$ cat config.mk
export PLATFORM = sky130hd
export DESIGN_NAME = ip_to_mac_translation_table_top
export DESIGN_NICKNAME = d
export VERILOG_FILES = /design/src/rtl/ipmac_pkg.sv /design/src/rtl/ip_to_mac_translation_table_top.sv
export SDC_FILE = /design/constraint.sdc
export NUM_CORES = 1
export LEC_CHECK = 0
export ABC_AREA = 0
export BUFFER_PORTS_ARGS = -buffer_cell sky130_fd_sc_hd__buf_2
export CORE_MARGIN = 5
export CORE_UTILIZATION = 40
export CTS_CLUSTER_DIAMETER = 200
export DETAILED_ROUTE_END_ITERATION = 12
export HOLD_SLACK_MARGIN = 0.06
export PLACE_DENSITY_LB_ADDON = 0.12
export SYNTH_ARGS = -nofsm -noshare
export SYNTH_HDL_FRONTEND = slang
export SYNTH_SLANG_ARGS = --single-unit
export TNS_END_PERCENT = 50
$ cat constraint.sdc
create_clock -name clk -period 8 [get_ports clk]
set_input_delay 1.6 -clock clk [delete_from_list [all_inputs] [get_ports clk]]
set_output_delay 1.6 -clock clk [all_outputs]
set_load 0.005 [all_outputs]
$ cat src/rtl/ipmac_pkg.sv
// ----------------------------------------------------------------------------
// ipmac_pkg
// Shared types, codes and the control store of the IPv4-to-MAC table.
// ----------------------------------------------------------------------------
package ipmac_pkg;

    localparam int ENTRIES_DEF = 16;

    localparam int ACT_W  = 2;
    localparam int IP_W   = 32;
    localparam int MAC_W  = 48;
    localparam int STAT_W = 2;

    // action codes
    localparam logic [ACT_W-1:0] ACT_ADD    = 2'd0;
    localparam logic [ACT_W-1:0] ACT_REMOVE = 2'd1;
    localparam logic [ACT_W-1:0] ACT_LOOKUP = 2'd2;

    // status codes
    localparam logic [STAT_W-1:0] ST_OK       = 2'd0;
    localparam logic [STAT_W-1:0] ST_NOTFOUND = 2'd1;
    localparam logic [STAT_W-1:0] ST_FULL     = 2'd2;

    typedef enum logic [1:0] {
        STEP_IDLE,
        STEP_SCAN,
        STEP_DRAIN,
        STEP_EXEC
    } step_t;

    // jump condition: jump to target when true, else hold the step
    typedef enum logic [1:0] {
        COND_ACCEPT,
        COND_SCAN_DONE,
        COND_ALWAYS,
        COND_OUT_FREE
    } cond_t;

    typedef struct packed {
        logic  in_rdy;   // take an input beat
        logic  scan_rd;  // read the slot memory at the scan index
        logic  exec;     // apply the action and load the result register
        cond_t cond;
        step_t target;
    } uword_t;

    function automatic uword_t ucode_rom(input step_t s);
        uword_t w;
        w = '{in_rdy: 1'b0, scan_rd: 1'b0, exec: 1'b0,
              cond: COND_ALWAYS, target: STEP_IDLE};
        case (s)
            STEP_IDLE:
            begin
                w.in_rdy = 1'b1;
                w.cond   = COND_ACCEPT;
                w.target = STEP_SCAN;
            end
            STEP_SCAN:
            begin
                w.scan_rd = 1'b1;
                w.cond    = COND_SCAN_DONE;
                w.target  = STEP_DRAIN;
            end
            STEP_DRAIN:
            begin
                w.cond   = COND_ALWAYS;
                w.target = STEP_EXEC;
            end
            STEP_EXEC:
            begin
                w.exec   = 1'b1;
                w.cond   = COND_OUT_FREE;
                w.target = STEP_IDLE;
            end
            default:
            begin
                w.cond   = COND_ALWAYS;
                w.target = STEP_IDLE;
            end
        endcase
        return w;
    endfunction

endpackage

$ cat src/rtl/ip_to_mac_translation_table_top.sv
// ----------------------------------------------------------------------------
// ip_to_mac_translation_table_top
// ENTRIES-slot table mapping IPv4 addresses to MAC addresses (add, remove,
// lookup), run by a small microcoded sequencer over a slot memory.
// ----------------------------------------------------------------------------
// Each input beat is one action and yields exactly one result beat. An item
// is accepted in the idle step, then each slot is scanned through the slot
// memory's single registered read port, the last compare is made in the drain
// step and the action is applied in the exec step, which waits while a stalled
// consumer holds the result register. A finished result waits in the output
// register while the next item is accepted and scanned. Slot valid bits are
// flip-flops cleared by reset, so the block is ready right after reset with no
// clearing pass.
module ip_to_mac_translation_table_top
    import ipmac_pkg::*;
#(
    parameter int ENTRIES = ENTRIES_DEF
)
(
    input  logic              clk,
    input  logic              rst_n,
    input  logic              in_valid,
    output logic              in_stall,
    input  logic [ACT_W-1:0]  action,
    input  logic [IP_W-1:0]   ip_key,
    input  logic [MAC_W-1:0]  new_mac,
    output logic              out_valid,
    input  logic              out_stall,
    output logic [STAT_W-1:0] status,
    output logic [MAC_W-1:0]  found_mac
);

    localparam int IDX_W = (ENTRIES > 1) ? $clog2(ENTRIES) : 1;
    localparam logic [IDX_W-1:0] IDX_LAST = IDX_W'(ENTRIES - 1);

    // sequencer
    step_t             step_reg, step_next;
    uword_t            uw;
    logic              cond_true;

    // item registers
    logic [ACT_W-1:0]  act_reg;
    logic [IP_W-1:0]   key_reg;
    logic [MAC_W-1:0]  mac_reg;

    // scan datapath
    logic [IDX_W-1:0]  idx_reg, idx_next;
    logic              cmp_pend_reg;
    logic [IDX_W-1:0]  cmp_idx_reg;
    logic [IP_W-1:0]   rd_ip_reg;
    logic [MAC_W-1:0]  rd_mac_reg;
    logic              hit_reg, hit_next;
    logic [IDX_W-1:0]  hit_idx_reg, hit_idx_next;
    logic [MAC_W-1:0]  hit_mac_reg;
    logic              free_found_reg, free_found_next;
    logic [IDX_W-1:0]  free_idx_reg, free_idx_next;
    logic              match;

    // slot store
    logic              valid_reg [ENTRIES];
    logic              valid_next [ENTRIES];
    logic [IP_W-1:0]   slot_ip  [ENTRIES];
    logic [MAC_W-1:0]  slot_mac [ENTRIES];

    // action decode
    logic              in_accept;
    logic              out_free;
    logic              scan_done;
    logic              exec_fire;
    logic              wr_en;
    logic              set_valid;
    logic              clr_valid;
    logic [IDX_W-1:0]  wr_idx;
    logic [STAT_W-1:0] status_next;
    logic [MAC_W-1:0]  found_next;

    // result register
    logic              out_valid_reg, out_valid_next;
    logic [STAT_W-1:0] status_reg;
    logic [MAC_W-1:0]  found_mac_reg;

    assign uw        = ucode_rom(step_reg);
    assign in_stall  = !uw.in_rdy;
    assign in_accept = in_valid && uw.in_rdy;
    assign out_free  = !out_valid_reg || !out_stall;
    assign scan_done = (idx_reg == IDX_LAST);
    assign exec_fire = uw.exec && out_free;

    always_comb
    begin
        case (uw.cond)
            COND_ACCEPT:    cond_true = in_accept;
            COND_SCAN_DONE: cond_true = scan_done;
            COND_OUT_FREE:  cond_true = out_free;
            default:        cond_true = 1'b1;
        endcase
        step_next = cond_true ? uw.target : step_reg;
    end

    assign match = cmp_pend_reg && valid_reg[cmp_idx_reg] && (rd_ip_reg == key_reg);

    always_comb
    begin
        idx_next        = idx_reg;
        hit_next        = hit_reg;
        hit_idx_next    = hit_idx_reg;
        free_found_next = free_found_reg;
        free_idx_next   = free_idx_reg;
        if (in_accept)
        begin
            idx_next        = '0;
            hit_next        = 1'b0;
            free_found_next = 1'b0;
        end
        else
        begin
            if (uw.scan_rd && !scan_done)
            begin
                idx_next = idx_reg + IDX_W'(1);
            end
            // keep the lowest free slot seen so far
            if (uw.scan_rd && !free_found_reg && !valid_reg[idx_reg])
            begin
                free_found_next = 1'b1;
                free_idx_next   = idx_reg;
            end
            if (match)
            begin
                hit_next     = 1'b1;
                hit_idx_next = cmp_idx_reg;
            end
        end
    end

    always_comb
    begin
        set_valid   = 1'b0;
        clr_valid   = 1'b0;
        wr_idx      = hit_idx_reg;
        status_next = ST_NOTFOUND;
        found_next  = '0;
        case (act_reg)
            ACT_ADD:
            begin
                if (hit_reg)
                begin
                    set_valid   = 1'b1;
                    status_next = ST_OK;
                end
                else if (free_found_reg)
                begin
                    set_valid   = 1'b1;
                    wr_idx      = free_idx_reg;
                    status_next = ST_OK;
                end
                else
                begin
                    status_next = ST_FULL;
                end
            end
            ACT_REMOVE:
            begin
                if (hit_reg)
                begin
                    clr_valid   = 1'b1;
                    status_next = ST_OK;
                end
            end
            ACT_LOOKUP:
            begin
                if (hit_reg)
                begin
                    status_next = ST_OK;
                    found_next  = hit_mac_reg;
                end
            end
            default:
            begin
                status_next = ST_NOTFOUND;
            end
        endcase
    end

    assign wr_en = exec_fire && set_valid;

    always_comb
    begin
        for (int i = 0; i < ENTRIES; i++)
        begin
            valid_next[i] = valid_reg[i];
        end
        if (exec_fire && set_valid)
        begin
            valid_next[wr_idx] = 1'b1;
        end
        if (exec_fire && clr_valid)
        begin
            valid_next[wr_idx] = 1'b0;
        end
    end

    always_comb
    begin
        out_valid_next = out_valid_reg;
        if (exec_fire)
        begin
            out_valid_next = 1'b1;
        end
        else if (out_valid_reg && !out_stall)
        begin
            out_valid_next = 1'b0;
        end
    end

    // control state and result valid
    always_ff @(posedge clk or negedge rst_n)
    begin
        if (!rst_n)
        begin
            step_reg       <= STEP_IDLE;
            idx_reg        <= '0;
            cmp_pend_reg   <= 1'b0;
            hit_reg        <= 1'b0;
            free_found_reg <= 1'b0;
            out_valid_reg  <= 1'b0;
            for (int i = 0; i < ENTRIES; i++)
            begin
                valid_reg[i] <= 1'b0;
            end
        end
        else
        begin
            step_reg       <= step_next;
            idx_reg        <= idx_next;
            cmp_pend_reg   <= uw.scan_rd;
            hit_reg        <= hit_next;
            free_found_reg <= free_found_next;
            out_valid_reg  <= out_valid_next;
            for (int i = 0; i < ENTRIES; i++)
            begin
                valid_reg[i] <= valid_next[i];
            end
        end
    end

    // payload registers
    always_ff @(posedge clk)
    begin
        if (in_accept)
        begin
            act_reg <= action;
            key_reg <= ip_key;
            mac_reg <= new_mac;
        end
        cmp_idx_reg  <= idx_reg;
        hit_idx_reg  <= hit_idx_next;
        free_idx_reg <= free_idx_next;
        if (match)
        begin
            hit_mac_reg <= rd_mac_reg;
        end
        if (exec_fire)
        begin
            status_reg    <= status_next;
            found_mac_reg <= found_next;
        end
    end

    // slot memory: one write port, one registered read port
    always_ff @(posedge clk)
    begin
        if (wr_en)
        begin
            slot_ip[wr_idx]  <= key_reg;
            slot_mac[wr_idx] <= mac_reg;
        end
        if (uw.scan_rd)
        begin
            rd_ip_reg  <= slot_ip[idx_reg];
            rd_mac_reg <= slot_mac[idx_reg];
        end
    end

    assign out_valid = out_valid_reg;
    assign status    = status_reg;
    assign found_mac = found_mac_reg;

endmodule

Word-level counts from Yosys, hierarchy flattened
Memory sizes are Yosys's and may differ from the RTL's. A register that Yosys moved wholly into a read port is not among the register bits.
Cells that the tools add are included.
Widths: inputs -> output; s select.
- memories kept: 2
- logic and storage cells: 120
- output and inout bits: 52
- input port bits: 86
- bits in writable memories: 1280
- flip-flop bits (word level): 218
- order comparisons: 4
- reductions and logical operators: 29
- $add $sub $neg: 1
- bitwise logic cells: 7
- eq/ne operators: 9
- mux-type cells: 37
- memory list (name ; words ; bits a word ; read ports ; clocked after memory_dff ; wr ports ; line ; source):
    slot_mac ; 16 ; 48 ; 1 ; 1 ; 1 ; ip_to_mac_translation_table_top.sv:63 ; logic [MAC_W-1:0] slot_mac [ENTRIES];
    slot_ip ; 16 ; 32 ; 1 ; 1 ; 1 ; ip_to_mac_translation_table_top.sv:62 ; logic [IP_W-1:0] slot_ip [ENTRIES];
- operator list (cell ; count):
    $eq 32x32->1 ; 1
    $mux 16 ; 2
    $mux 1 ; 22
    $mux 4 ; 5
    $and 16x16->16 ; 1
    $not 16->16 ; 1
    $or 16x16->16 ; 1
    $pmux 4 s4 ; 1
    $ge 5x5->1 const B ; 3
    $not 4->5 ; 3
    $logic_and 1x1->1 ; 11
    $bmux 1 s4 ; 2
    $eq 2x2->1 const B ; 4
    $reduce_bool 2->1 ; 4
    $eq 2x1->1 const B ; 3
    $logic_not 1->1 ; 6
    $logic_not 2->1 ; 3
    $reduce_and 2->1 ; 3
    $lt 5x1->1 const B ; 1
    $add 4x1->4 const B ; 1
    $demux 1 s4 ; 1
    $eq 4x4->1 const B ; 1
    $mux 2 ; 2
    $pmux 2 s2 ; 1
    other kinds (4) ; 4

Logic depth before layout (Yosys ltp)
Gate-level depths: netlist (run 1).
- word-level depth: 12
- gate-level depth with buffers: 8

Worst setup path before layout (run 1)
No wires, ideal clock.
- path type: input to register
- start: input out_stall
- end: memory slot_ip[7][0] (enable)
- cell stages on the path: 4
- setup slack: -0.784 ns
- required time: 7.480 ns
- arrival time: 8.263 ns
- setup time: 0.520 ns
- cell sequence: a21boi_1 o211a_1 or3b_1 nor2_1
- cells in the longest elaborated chain, start to end: 6
- RTL lines (what ; line ; source):
    from (decl) ; ip_to_mac_translation_table_top.sv:28 ; input logic out_stall,
    $logic_not 1->1 ; ip_to_mac_translation_table_top.sv:85 ; assign out_free = !out_valid_reg || !out_stall;
    $logic_or 1x1->1 ; ip_to_mac_translation_table_top.sv:85 ;
    $logic_and 1x1->1 ; ip_to_mac_translation_table_top.sv:87 ; assign exec_fire = uw.exec && out_free;
    $logic_and 1x1->1 ; ip_to_mac_translation_table_top.sv:184 ; assign wr_en = exec_fire && set_valid;
    $mux 1 ; ip_to_mac_translation_table_top.sv:272 ; if (wr_en)
    $mux 1 (not written as such) ; ip_to_mac_translation_table_top.sv:274 ; slot_ip[wr_idx] <= key_reg;
    to (decl) ; ip_to_mac_translation_table_top.sv:62 ;
No other way between the ends.

Worst setup path after layout (run 1)
- start: register act_reg[1]
- end: memory slot_ip[12][13] (enable)
- cells in the longest elaborated chain, start to end: 5
- RTL lines (what ; line ; source):
    from (decl) ; ip_to_mac_translation_table_top.sv:42 ; logic [ACT_W-1:0] act_reg;
    from (signal assigned) ; ip_to_mac_translation_table_top.sv:251 ; act_reg <= action;
    $logic_not 2->1 (*) ; ip_to_mac_translation_table_top.sv:142 ; case (act_reg)
    $mux 1 ; ip_to_mac_translation_table_top.sv:142 ;
    $logic_and 1x1->1 ; ip_to_mac_translation_table_top.sv:184 ;
    $mux 1 ; ip_to_mac_translation_table_top.sv:272 ;
    $mux 1 (not written as such) ; ip_to_mac_translation_table_top.sv:274 ;
Every way passes the cells marked *; elsewhere a longest branch is shown, timed or not.

==> reports/results.ini, run 1 <==
[route]
routed_wl_um=132800
viasPerCell=5.430
first_pass_iters=8
drc=0
first_iter_violations=2124
detail-route-antenna-nets=0
drt-wirelength-per-cell_um=28.92
vias=24940

[die]
die_w_um=392.1
die_h_um=392.1
pin_count=138
dieArea_mm2=0.1537
initial_core_util_pct=40.16
coreArea_mm2=0.1454
rows=140

[placement]
gp_congestion=0.7399
dp_hpwl_um=69510
postPlaceCellArea_mm2=0.06152
port_buffers=137

[grt]
grt_max_degree=128
antenna_found_initial=7
track_usage_pct=17.55
first_global_vias=27200
grt_pass1_wl_um=193500
overflow=0

[power_and_ir_drop]
worst_ir_drop_vdd_v=0.0001926
power_density_mw_per_mm2=320.6
finalPower_mw=21.44
power.leakage_nw=20.78

[synthesis]
synth_nets=2389
yosysMostFrequentCell=edfxtp_1
synth_top_area_cell=edfxtp_1
synth_top_area_share_pct=79.62
ys_seq_area_share_pct=80.87
synth_cells=2294
synth_commonest_cells=edfxtp_1 (1548), mux4_2 (408), and3_1 (49)
synth_flop_cell=edfxtp_1
synth_edf_count=1548
yosysUniqueCellTypes=41
ys_async_sr_fraction_pct=1.648
syn_avg_cell_area_um2=25.45
ys_warn_count=0
synth_area_leaders=edfxtp_1 (80%), mux4_2 (16%), dfrtp_1 (1.1%), and3_1 (0.53%), xnor2_1 (0.48%)
syn_area_mm2=0.05838
ys_ff_latch=1578

[timing]
hold_viol=0
min_period_ns=4.178
finalCritPeriodShare_pct=52.22
fmax_ghz=0.2394
setup_viol=0
worstMarginPinSlew_ns=1.318
finalMaxSlewViolations=0
fin_skew_ns=0.04721
rsz0062_at_grt=false
relSlewSlack_pct=11.91

[cts]
h-tree-depth=4
clk_latency_ns=0.80
clkTransAtPathRegs_ns=0.06
clockBufferDepth=3
cts_root_buffer=clkbuf_16
cts_setup_buffers=0
ctsHoldBuffers=0
cts_buffers=168
clkSinkCount=1578
ctsResizeCount=0
cts_tree=done

[final_layout]
diodes=0
nets=2640
largest_reg_flops=768
top_register=slot_mac
drive_above_1_share_pct=31.89
fin_area_mm2=0.06688
syn_to_final_growth_pct=14.54
top_regs=slot_mac: 768 flops, slot_ip: 512 flops
fillers=11950

[hold_path]
hold_path.class=flip-flop to flip-flop
min_to=hit_mac_reg[32]$_DFFE_PP_
min_delay_path_depth=0
hold_start=rd_mac_reg[32]$_DFFE_PP_

[critical_path]
critPathKind=flip-flop to flip-flop
start_kind=flip-flop
r2r_cells=7
end_kind=flip-flop
r2r_slack_ns=3.82
reg2reg_from=act_reg[1]$_DFFE_PN_
timing.rr.end=slot_ip[12][13]$_DFFE_PP_
path_max_fanout=31
arrival_ns=4.58
required_ns=8.40

[flow_run]
drv.max_cap_violation_count=0

[outcome]
status=completed

-- worst max-delay path: stages (launching register included) --
cell,delay [ns]
edfxtp_1,0.41
inv_1,0.10
ha_1,0.31
nand3b_2,0.22
mux2i_2,0.48
nand3_1,0.44
nor2_4,1.13
buf_4,0.64
-- through the flow --
step	cells	setup WS (ns)	TNS, ns	hold slack, ns	utilization [%]
after floorplan	2294	-0.7835	-758.86	0.3614	-
after global placement	4292	3.281	0	0.4047	42.31
after detailed placement	4292	3.232	0	0.4045	42.31
after CTS	4592	3.732	0	0.4176	46.00
after global routing	4592	3.542	0	0.4270	46.00
final	4592	3.822	0	0.4177	46.00
-- layout by cell type (no fill, tap or decap), drive strengths merged, types with 13 or more instances in the layout --
| cell | instances |
|---|---|
| edfxtp | 1548 |
| mux4 | 408 |
| clkbuf | 207 |
| buf | 186 |
| clkinv | 70 |
| and3 | 49 |
| xnor2 | 32 |
| dfrtp | 26 |
| nor2 | 23 |
| inv | 18 |
| o22a | 16 |
| bufinv | 13 |
-- cells by family after synthesis --
family	Yosys count	share of synthesized area, %
adders and majority gates	9	0.1929
and+or+nand+nor	114	1.116
xor gates and xnor gates	34	0.5100
muxes	415	15.87
DFF	1578	80.87
buffers and inverters	114	1.048
AOI/OAI and AO/OA	30	0.3900
-- how the worst max path moves through the flow --
stage,from,to,slack [ns],cells after the start
6_report,act_reg[1]$_DFFE_PN_,slot_ip[12][13]$_DFFE_PP_,3.82,7
3_5_place_dp,out_stall,slot_ip[12][13]$_DFFE_PP_,3.23,6
5_1_grt,act_reg[1]$_DFFE_PN_,slot_ip[12][13]$_DFFE_PP_,3.54,7
2_1_floorplan,out_stall,slot_ip[7][0]$_DFFE_PP_,-0.78,4
3_3_place_gp,out_stall,slot_mac[11][34]$_DFFE_PP_,3.28,6
4_1_cts,act_reg[1]$_DFFE_PN_,slot_ip[12][13]$_DFFE_PP_,3.73,7
-- where the power goes --
group          leakage (nW)  internal (mW)  total (mW)  switching [mW]
logic                  3.79           1.70        3.35            1.65
registers              14.4           9.95        10.6           0.598
clock network          2.61           4.34        7.53            3.19
-- area by class of cell --
class | count | area (um2) | area share (%)
tap | 1917 | 2399 | 3.587
sequential | 1578 | 47230 | 70.62
clock inverter | 93 | 978.4 | 1.463
clock buffer | 207 | 4382 | 6.552
inverter | 9 | 38.79 | 0.05800
timing repair buffer | 186 | 1141 | 1.706
multi-input combinational | 602 | 10710 | 16.01
-- routing by layer --
| metal | share of wire (%) | vias to the layer above | GRT usage [%] |
|---|---|---|---|
| met5 | 0 | - | 0 |
| met4 | 1.8 | 0 | 4.172 |
| met3 | 4.7 | 180 | 3.154 |
| met2 | 50 | 615 | 28.97 |
| met1 | 44 | 13720 | 24.57 |
| li1 | - | 10420 | - |
Power figures use the tool's default switching activity.
==> inputs of run 2 (changes only) <==
- clock period: 8 -> 4.4 ns (I/O delays scaled with it)
==> run 2 against run 1 <==
  * Via count up 0.95%
  * Core utilization up 0.22 points
  * Worst hold slack worse by 0.29 ns
  * Final cell count up 0.37%
  * Combinational power up 83%
  * Worst setup slack worse by 2.7 ns
  * Global-route usage up 0.13 points
==> reports/results.ini, run 2 (synthesis results as in run 1) <==
[outcome]
status=completed  ; unchanged

[route]
viasPerCell=5.461  ; was 5.430
detail-route-antenna-nets=0  ; unchanged
drc=0  ; unchanged
drt-wirelength-per-cell_um=29.10  ; was 28.92 um
routed_wl_um=134100  ; was 132800 um
first_pass_iters=6  ; was 8
first_iter_violations=2087  ; was 2124
vias=25170  ; was 24940

[final_layout]
layout_common_cells=edfxtp_1 (1548), mux4_2 (408), clkbuf_16 (168), buf_2 (137), and3_1 (49)  ; was edfxtp_1 (1548), mux4_2 (408), clkbuf_16 (169), buf_2 (137), and3_1 (49)
nets=2651  ; was 2640
largest_reg_flops=768  ; unchanged
top_register=slot_mac  ; unchanged
final_core_util_pct=46.22  ; was 46.00%
fin_cells=4609  ; was 4592
fillers=11850  ; was 11950
drive_above_1_share_pct=31.88  ; was 31.89%
syn_to_final_growth_pct=15.10  ; was 14.54%
final_common_cell=edfxtp_1  ; unchanged
top_regs=slot_mac: 768 flops, slot_ip: 512 flops  ; unchanged

[critical_path]
slowest_delay_ns=0.78  ; was 1.13 ns
path_max_fanout=24  ; was 31
arrival_ns=3.78  ; was 4.58 ns
path_cells=xnor2_1 > nand4_1 > nor4_1 > and4_4 > buf_4  ; was inv_1 > ha_1 > nand3b_2 > mux2i_2 > nand3_1 > nor2_4 > buf_4
cpMaxStageDelayCell=and4_4  ; was nor2_4
critPathKind=flip-flop to flip-flop  ; unchanged
end_kind=flip-flop  ; unchanged
required_ns=4.86  ; was 8.40 ns
start_kind=flip-flop  ; unchanged

[grt]
first_global_vias=27030  ; was 27200
track_usage_pct=17.68  ; was 17.55%
grt_pass1_wl_um=193900  ; was 193500 um
grt_max_degree=75  ; was 128
antenna_found_initial=1  ; was 7
overflow=0  ; unchanged

[cts]
ctsHoldBuffers=0  ; unchanged
clk_latency_ns=0.80  ; about the same
ctsResizeCount=0  ; unchanged
clockBufferDepth=3  ; unchanged
cts_tree=done  ; unchanged
clkTransAtPathRegs_ns=0.06  ; about the same
cts_root_buffer=clkbuf_16  ; unchanged
cts_setup_buffers=0  ; unchanged
cts_buffers=165  ; was 168
clkSinkCount=1578  ; unchanged
h-tree-depth=4  ; unchanged

[timing]
setup_viol=0  ; unchanged
finalCritPeriodShare_pct=75.36  ; was 52.22%
finalMaxSlewViolations=0  ; unchanged
tns_ns=0  ; unchanged
hold_viol=0  ; unchanged
worstMarginPinSlew_ns=1.158  ; was 1.318 ns
fin_skew_ns=0.03525  ; was 0.04721 ns
layout_setup_ws_ns=1.084  ; was 3.822 ns
min_period_ns=3.316  ; was 4.178 ns
relSlewSlack_pct=22.80  ; was 11.91%
fmax_ghz=0.3016  ; was 0.2394 GHz
rsz0062_at_grt=false  ; unchanged

[die]
die_w_um=392.1  ; unchanged
rows=140  ; unchanged
initial_core_util_pct=40.16  ; unchanged
die_h_um=392.1  ; unchanged
dieArea_mm2=0.1537  ; unchanged
pin_count=138  ; unchanged
coreArea_mm2=0.1454  ; unchanged

[hold_path]
hold_path.class=input pin to asynchronous set/reset pin  ; was flip-flop to flip-flop

[placement]
gp_congestion=0.7322  ; was 0.7399
dp_hpwl_um=68690  ; was 69510 um
placedCellCount=4306  ; was 4292
post-place-ws_ns=1.108  ; was 3.232 ns
port_buffers=137  ; unchanged

[flow_run]
drv.max_cap_violation_count=0  ; unchanged

[power_and_ir_drop]
power.leakage_nw=20.88  ; was 20.78 nW
power_density_mw_per_mm2=577.3  ; was 320.6 mW/mm2
worst_ir_drop_vdd_v=0.0003594  ; was 0.0001926 V

[run 2: cell count changes in the layout (fill, tap and decap cells not counted), sizes merged]
| cell | delta |
|---|---|
| clkbuf | +5 |
| buf | +14 |
| diode | +1 |
| clkinv | -6 |
| clkinvlp | +3 |
[run 2: metal layers]
layer	share of wire [%]	GRT usage, %	routed length, um	vias to the layer above
li1	-	-	-	10440
met1	44	25.05	59410	13940
met2	49	28.76	66050	631
met3	4.7	3.280	6354	160
met4	1.7	4.239	2307	0
met5	0	0	0	-
[run 2: final timing paths]
kind / startpoint / endpoint / slack [ns] / depth (start not counted)
max: key_reg[25]$_DFFE_PN_ / hit_mac_reg[20]$_DFFE_PP_ / 1.08 / 5
min: rst_n / valid_reg[6]$_DFF_PN0_ / 0.12 / 1
max reg2reg: key_reg[25]$_DFFE_PN_ / hit_mac_reg[20]$_DFFE_PP_ / 1.08 / 5
min reg2reg: rd_mac_reg[25]$_DFFE_PP_ / hit_mac_reg[25]$_DFFE_PP_ / 0.41 / 0
max in group asynchronous: rst_n / idx_reg[2]$_DFFE_PN0P_ / 3.79 / 1
min in group clk: new_mac[32] / mac_reg[32]$_DFFE_PN_ / 0.25 / 1
[run 2: stage by stage]
step / hold WS, ns / power, mW / instance area (um2)
after floorplan: 0.3614 / 23.71 / 58520
after global placement: 0.4032 / 25.67 / 61900
after detailed placement: 0.4045 / 25.76 / 61900
after CTS: 0.07503 / 39.43 / 67200
after global routing: 0.1270 / 40.46 / 67200
final: 0.1236 / 38.79 / 67200
[run 2: where the power goes]
group / leakage [nW] / switching, mW / internal (mW)
clock network: 2.57 / 5.69 / 7.88
logic: 3.94 / 2.93 / 3.19
registers: 14.4 / 1.01 / 18.1
total: 20.9 / 9.63 / 29.2
[run 2: worst max-delay path, delay by kind of cell, from the launching register on]
family | cells | cell delay, ns
XOR/XNOR | 1 | 0.31
buffers and inverters | 1 | 0.38
AND/OR/NAND/NOR | 3 | 1.68
flip-flops | 1 | 0.60
[run 2: final cells by class]
cell class                 instances  area, um2  share of cell area, %
tap                             1917       2399                  3.569
clock inverter                    90      894.6                  1.331
sequential                      1578      47230                  70.28
multi-input combinational        602      10710                  15.93
inverter                           9      38.79                0.05772
antenna                            1      2.502               0.003724
clock buffer                     212       4409                  6.561
timing repair buffer             200       1521                  2.264
==> inputs of run 3 (changes only) <==
- clock period: 4.4 -> 3.5 ns (I/O delays scaled with it)
==> run 3 against run 2 <==
  * Final area up 1.2%
  * Clock skew down 0.0071 ns
  * Non-clock buffer count up 69
  * Wire length up 0.91%
  * Power up 25%
  * Final cell count up 1.5%
  * Worst hold slack about the same
  * Maximum frequency down 2.0%
  * Critical path depth up 1
  * Die area unchanged
  * Worst setup slack worse by 0.97 ns
  * First-iteration DRC count down 3.3%
  * Critical endpoint is now hit_mac_reg[21]$_DFFE_PP_
  * Largest power group unchanged
==> reports/results.ini, run 3 (synthesis results as in run 1) <==
[die]
pin_count=138  ; unchanged
initial_core_util_pct=40.16  ; unchanged
die_w_um=392.1  ; unchanged
coreArea_mm2=0.1454  ; unchanged
dieArea_mm2=0.1537  ; unchanged
die_h_um=392.1  ; unchanged
rows=140  ; unchanged

[final_layout]
fin_area_mm2=0.06801  ; was 0.06720 mm2
layout_common_cells=edfxtp_1 (1548), mux4_2 (408), clkbuf_16 (166), buf_2 (137), dlygate4sd3_1 (55)  ; was edfxtp_1 (1548), mux4_2 (408), clkbuf_16 (168), buf_2 (137), and3_1 (49)
largest_reg_flops=768  ; unchanged
syn_to_final_growth_pct=16.49  ; was 15.10%
fillers=11910  ; was 11850
drive_above_1_share_pct=31.88  ; unchanged
top_regs=slot_mac: 768 flops, slot_ip: 512 flops  ; unchanged
top_register=slot_mac  ; unchanged
final_core_util_pct=46.78  ; was 46.22%
fin_cells=4678  ; was 4609
nets=2719  ; was 2651
final_common_cell=edfxtp_1  ; unchanged

[critical_path]
r2r_cells=6  ; was 5
path_max_fanout=37  ; was 24
crit_family=simple AND/OR/NAND/NOR gates  ; unchanged
end_kind=flip-flop  ; unchanged
crit_buf_inv=2  ; was 1
critPathKind=flip-flop to flip-flop  ; unchanged
required_ns=3.93  ; was 4.86 ns
worst-path-stages=6  ; was 5
arrival_ns=3.82  ; was 3.78 ns
path_cells=xnor2_1 > nand4_1 > nor4_1 > buf_4 > and4_4 > buf_12  ; was xnor2_1 > nand4_1 > nor4_1 > and4_4 > buf_4
cpMaxStageDelayCell=nor4_1  ; was and4_4
start_kind=flip-flop  ; unchanged
slowest_delay_ns=0.99  ; was 0.78 ns

[route]
detail-route-antenna-nets=0  ; unchanged
viasPerCell=5.457  ; was 5.461
vias=25530  ; was 25170
first_iter_violations=2019  ; was 2087
first_pass_iters=7  ; was 6
routed_wl_um=135300  ; was 134100 um
drt-wirelength-per-cell_um=28.93  ; was 29.10 um
drc=0  ; unchanged

[cts]
cts_root_buffer=clkbuf_16  ; unchanged
clockBufferDepth=3  ; unchanged
cts_buffers=164  ; was 165
ctsResizeCount=0  ; unchanged
clkTransAtPathRegs_ns=0.06  ; about the same
clk_latency_ns=0.78  ; was 0.80 ns
cts_setup_buffers=0  ; unchanged
ctsHoldBuffers=55  ; was 0
clkSinkCount=1578  ; unchanged
h-tree-depth=4  ; unchanged
cts_tree=done  ; unchanged

[timing]
rsz0062_at_grt=false  ; unchanged
setup_viol=0  ; unchanged
layout_setup_ws_ns=0.1161  ; was 1.084 ns
worstMarginPinSlew_ns=1.149  ; was 1.158 ns
hold_slack_ns=0.1240  ; was 0.1236 ns
finalCritPeriodShare_pct=96.68  ; was 75.36%
finalMaxSlewViolations=0  ; unchanged
fin_skew_ns=0.02819  ; was 0.03525 ns
tns_ns=0  ; unchanged
fmax_ghz=0.2955  ; was 0.3016 GHz
relSlewSlack_pct=22.66  ; was 22.80%
hold_viol=0  ; unchanged
min_period_ns=3.384  ; was 3.316 ns

[power_and_ir_drop]
worst_ir_drop_vdd_v=0.0004293  ; was 0.0003594 V
internal-power_mw=36.46  ; was 29.16 mW
power.leakage_nw=21.22  ; was 20.88 nW
power_switching_share_pct=24.96  ; was 24.84%
net-switching-power_mw=12.13  ; was 9.635 mW
combPwrFrac_pct=16.3  ; was 15.8%
p_clk_share_pct=34.4  ; was 35.0%
power.share.sequential_pct=49.3  ; was 49.2%
finalPower_mw=48.59  ; was 38.79 mW
power_density_mw_per_mm2=714.4  ; was 577.3 mW/mm2

[placement]
placedCellCount=4320  ; was 4306
post-place-ws_ns=0.1105  ; was 1.108 ns
port_buffers=137  ; unchanged
postPlaceCellArea_mm2=0.06229  ; was 0.06190 mm2
gp_congestion=0.7405  ; was 0.7322
dp_hpwl_um=69770  ; was 68690 um

[grt]
grt.met3_usage_pct=2.930  ; was 3.280%
grtUsageMet2_pct=29.58  ; was 28.76%
overflow=0  ; unchanged
track_usage_pct=17.90  ; was 17.68%
use_met1_pct=25.17  ; was 25.05%
busiest_layer=met2  ; unchanged
grt_pass1_wl_um=196500  ; was 193900 um
grt_max_degree=60  ; was 75
first_global_vias=27480  ; was 27030
antenna_found_initial=3  ; was 1

[outcome]
status=completed  ; unchanged

[flow_run]
drv.max_cap_violation_count=0  ; unchanged

[hold_path]
hold_path.class=input pin to flip-flop  ; was input pin to asynchronous set/reset pin
min_delay_path_depth=1

==> run 3: cell types whose count changed in the layout (fill, tap and decap cells not counted), sizes merged <==
cell / delta
inv: -2
bufinv: -3
dlygate4sd3: +55
clkinv: +15
clkbuf: -7
buf: +14
clkinvlp: -3
==> run 3: power groups by stage <==
stage / logic, mW / registers (mW) / clock network, mW
after floorplan: 6.03 / 23.8 / 0
after global placement: 8.10 / 24.3 / 0
after detailed placement: 8.12 / 24.4 / 0
after CTS: 8.19 / 24.0 / 17.2
after global routing: 8.55 / 24.1 / 18.0
final: 7.91 / 24.0 / 16.7
==> run 3: cell type report <==
| class | count | area (um2) | share of cell area (%) |
|---|---|---|---|
| clock inverters | 97 | 858.3 | 1.262 |
| clock buffers | 205 | 4310 | 6.337 |
| well taps | 1917 | 2399 | 3.527 |
| repair buffers | 269 | 2465 | 3.624 |
| inverters | 9 | 38.79 | 0.05703 |
| multi-input cells | 602 | 10710 | 15.75 |
| diodes | 1 | 2.502 | 0.003679 |
| flip-flops and latches | 1578 | 47230 | 69.44 |
==> run 3: final timing paths <==
path	from	to	slack (ns)
setup / recovery	key_reg[9]$_DFFE_PN_	hit_mac_reg[21]$_DFFE_PP_	0.12
hold / removal	ip_key[15]	key_reg[15]$_DFFE_PN_	0.12
setup reg to reg	key_reg[9]$_DFFE_PN_	hit_mac_reg[21]$_DFFE_PP_	0.12
hold reg to reg	rd_mac_reg[10]$_DFFE_PP_	hit_mac_reg[10]$_DFFE_PP_	0.42
max in group asynchronous	rst_n	idx_reg[3]$_DFFE_PN0P_	2.37
min in group asynchronous	rst_n	valid_reg[7]$_DFF_PN0_	0.64
==> run 3: metal layers <==
metal | vias to the layer above | wire length (um)
met1 | 14090 | 58960
met4 | 0 | 2453
met2 | 661 | 67670
li1 | 10610 | -
met5 | - | 0
met3 | 174 | 6267
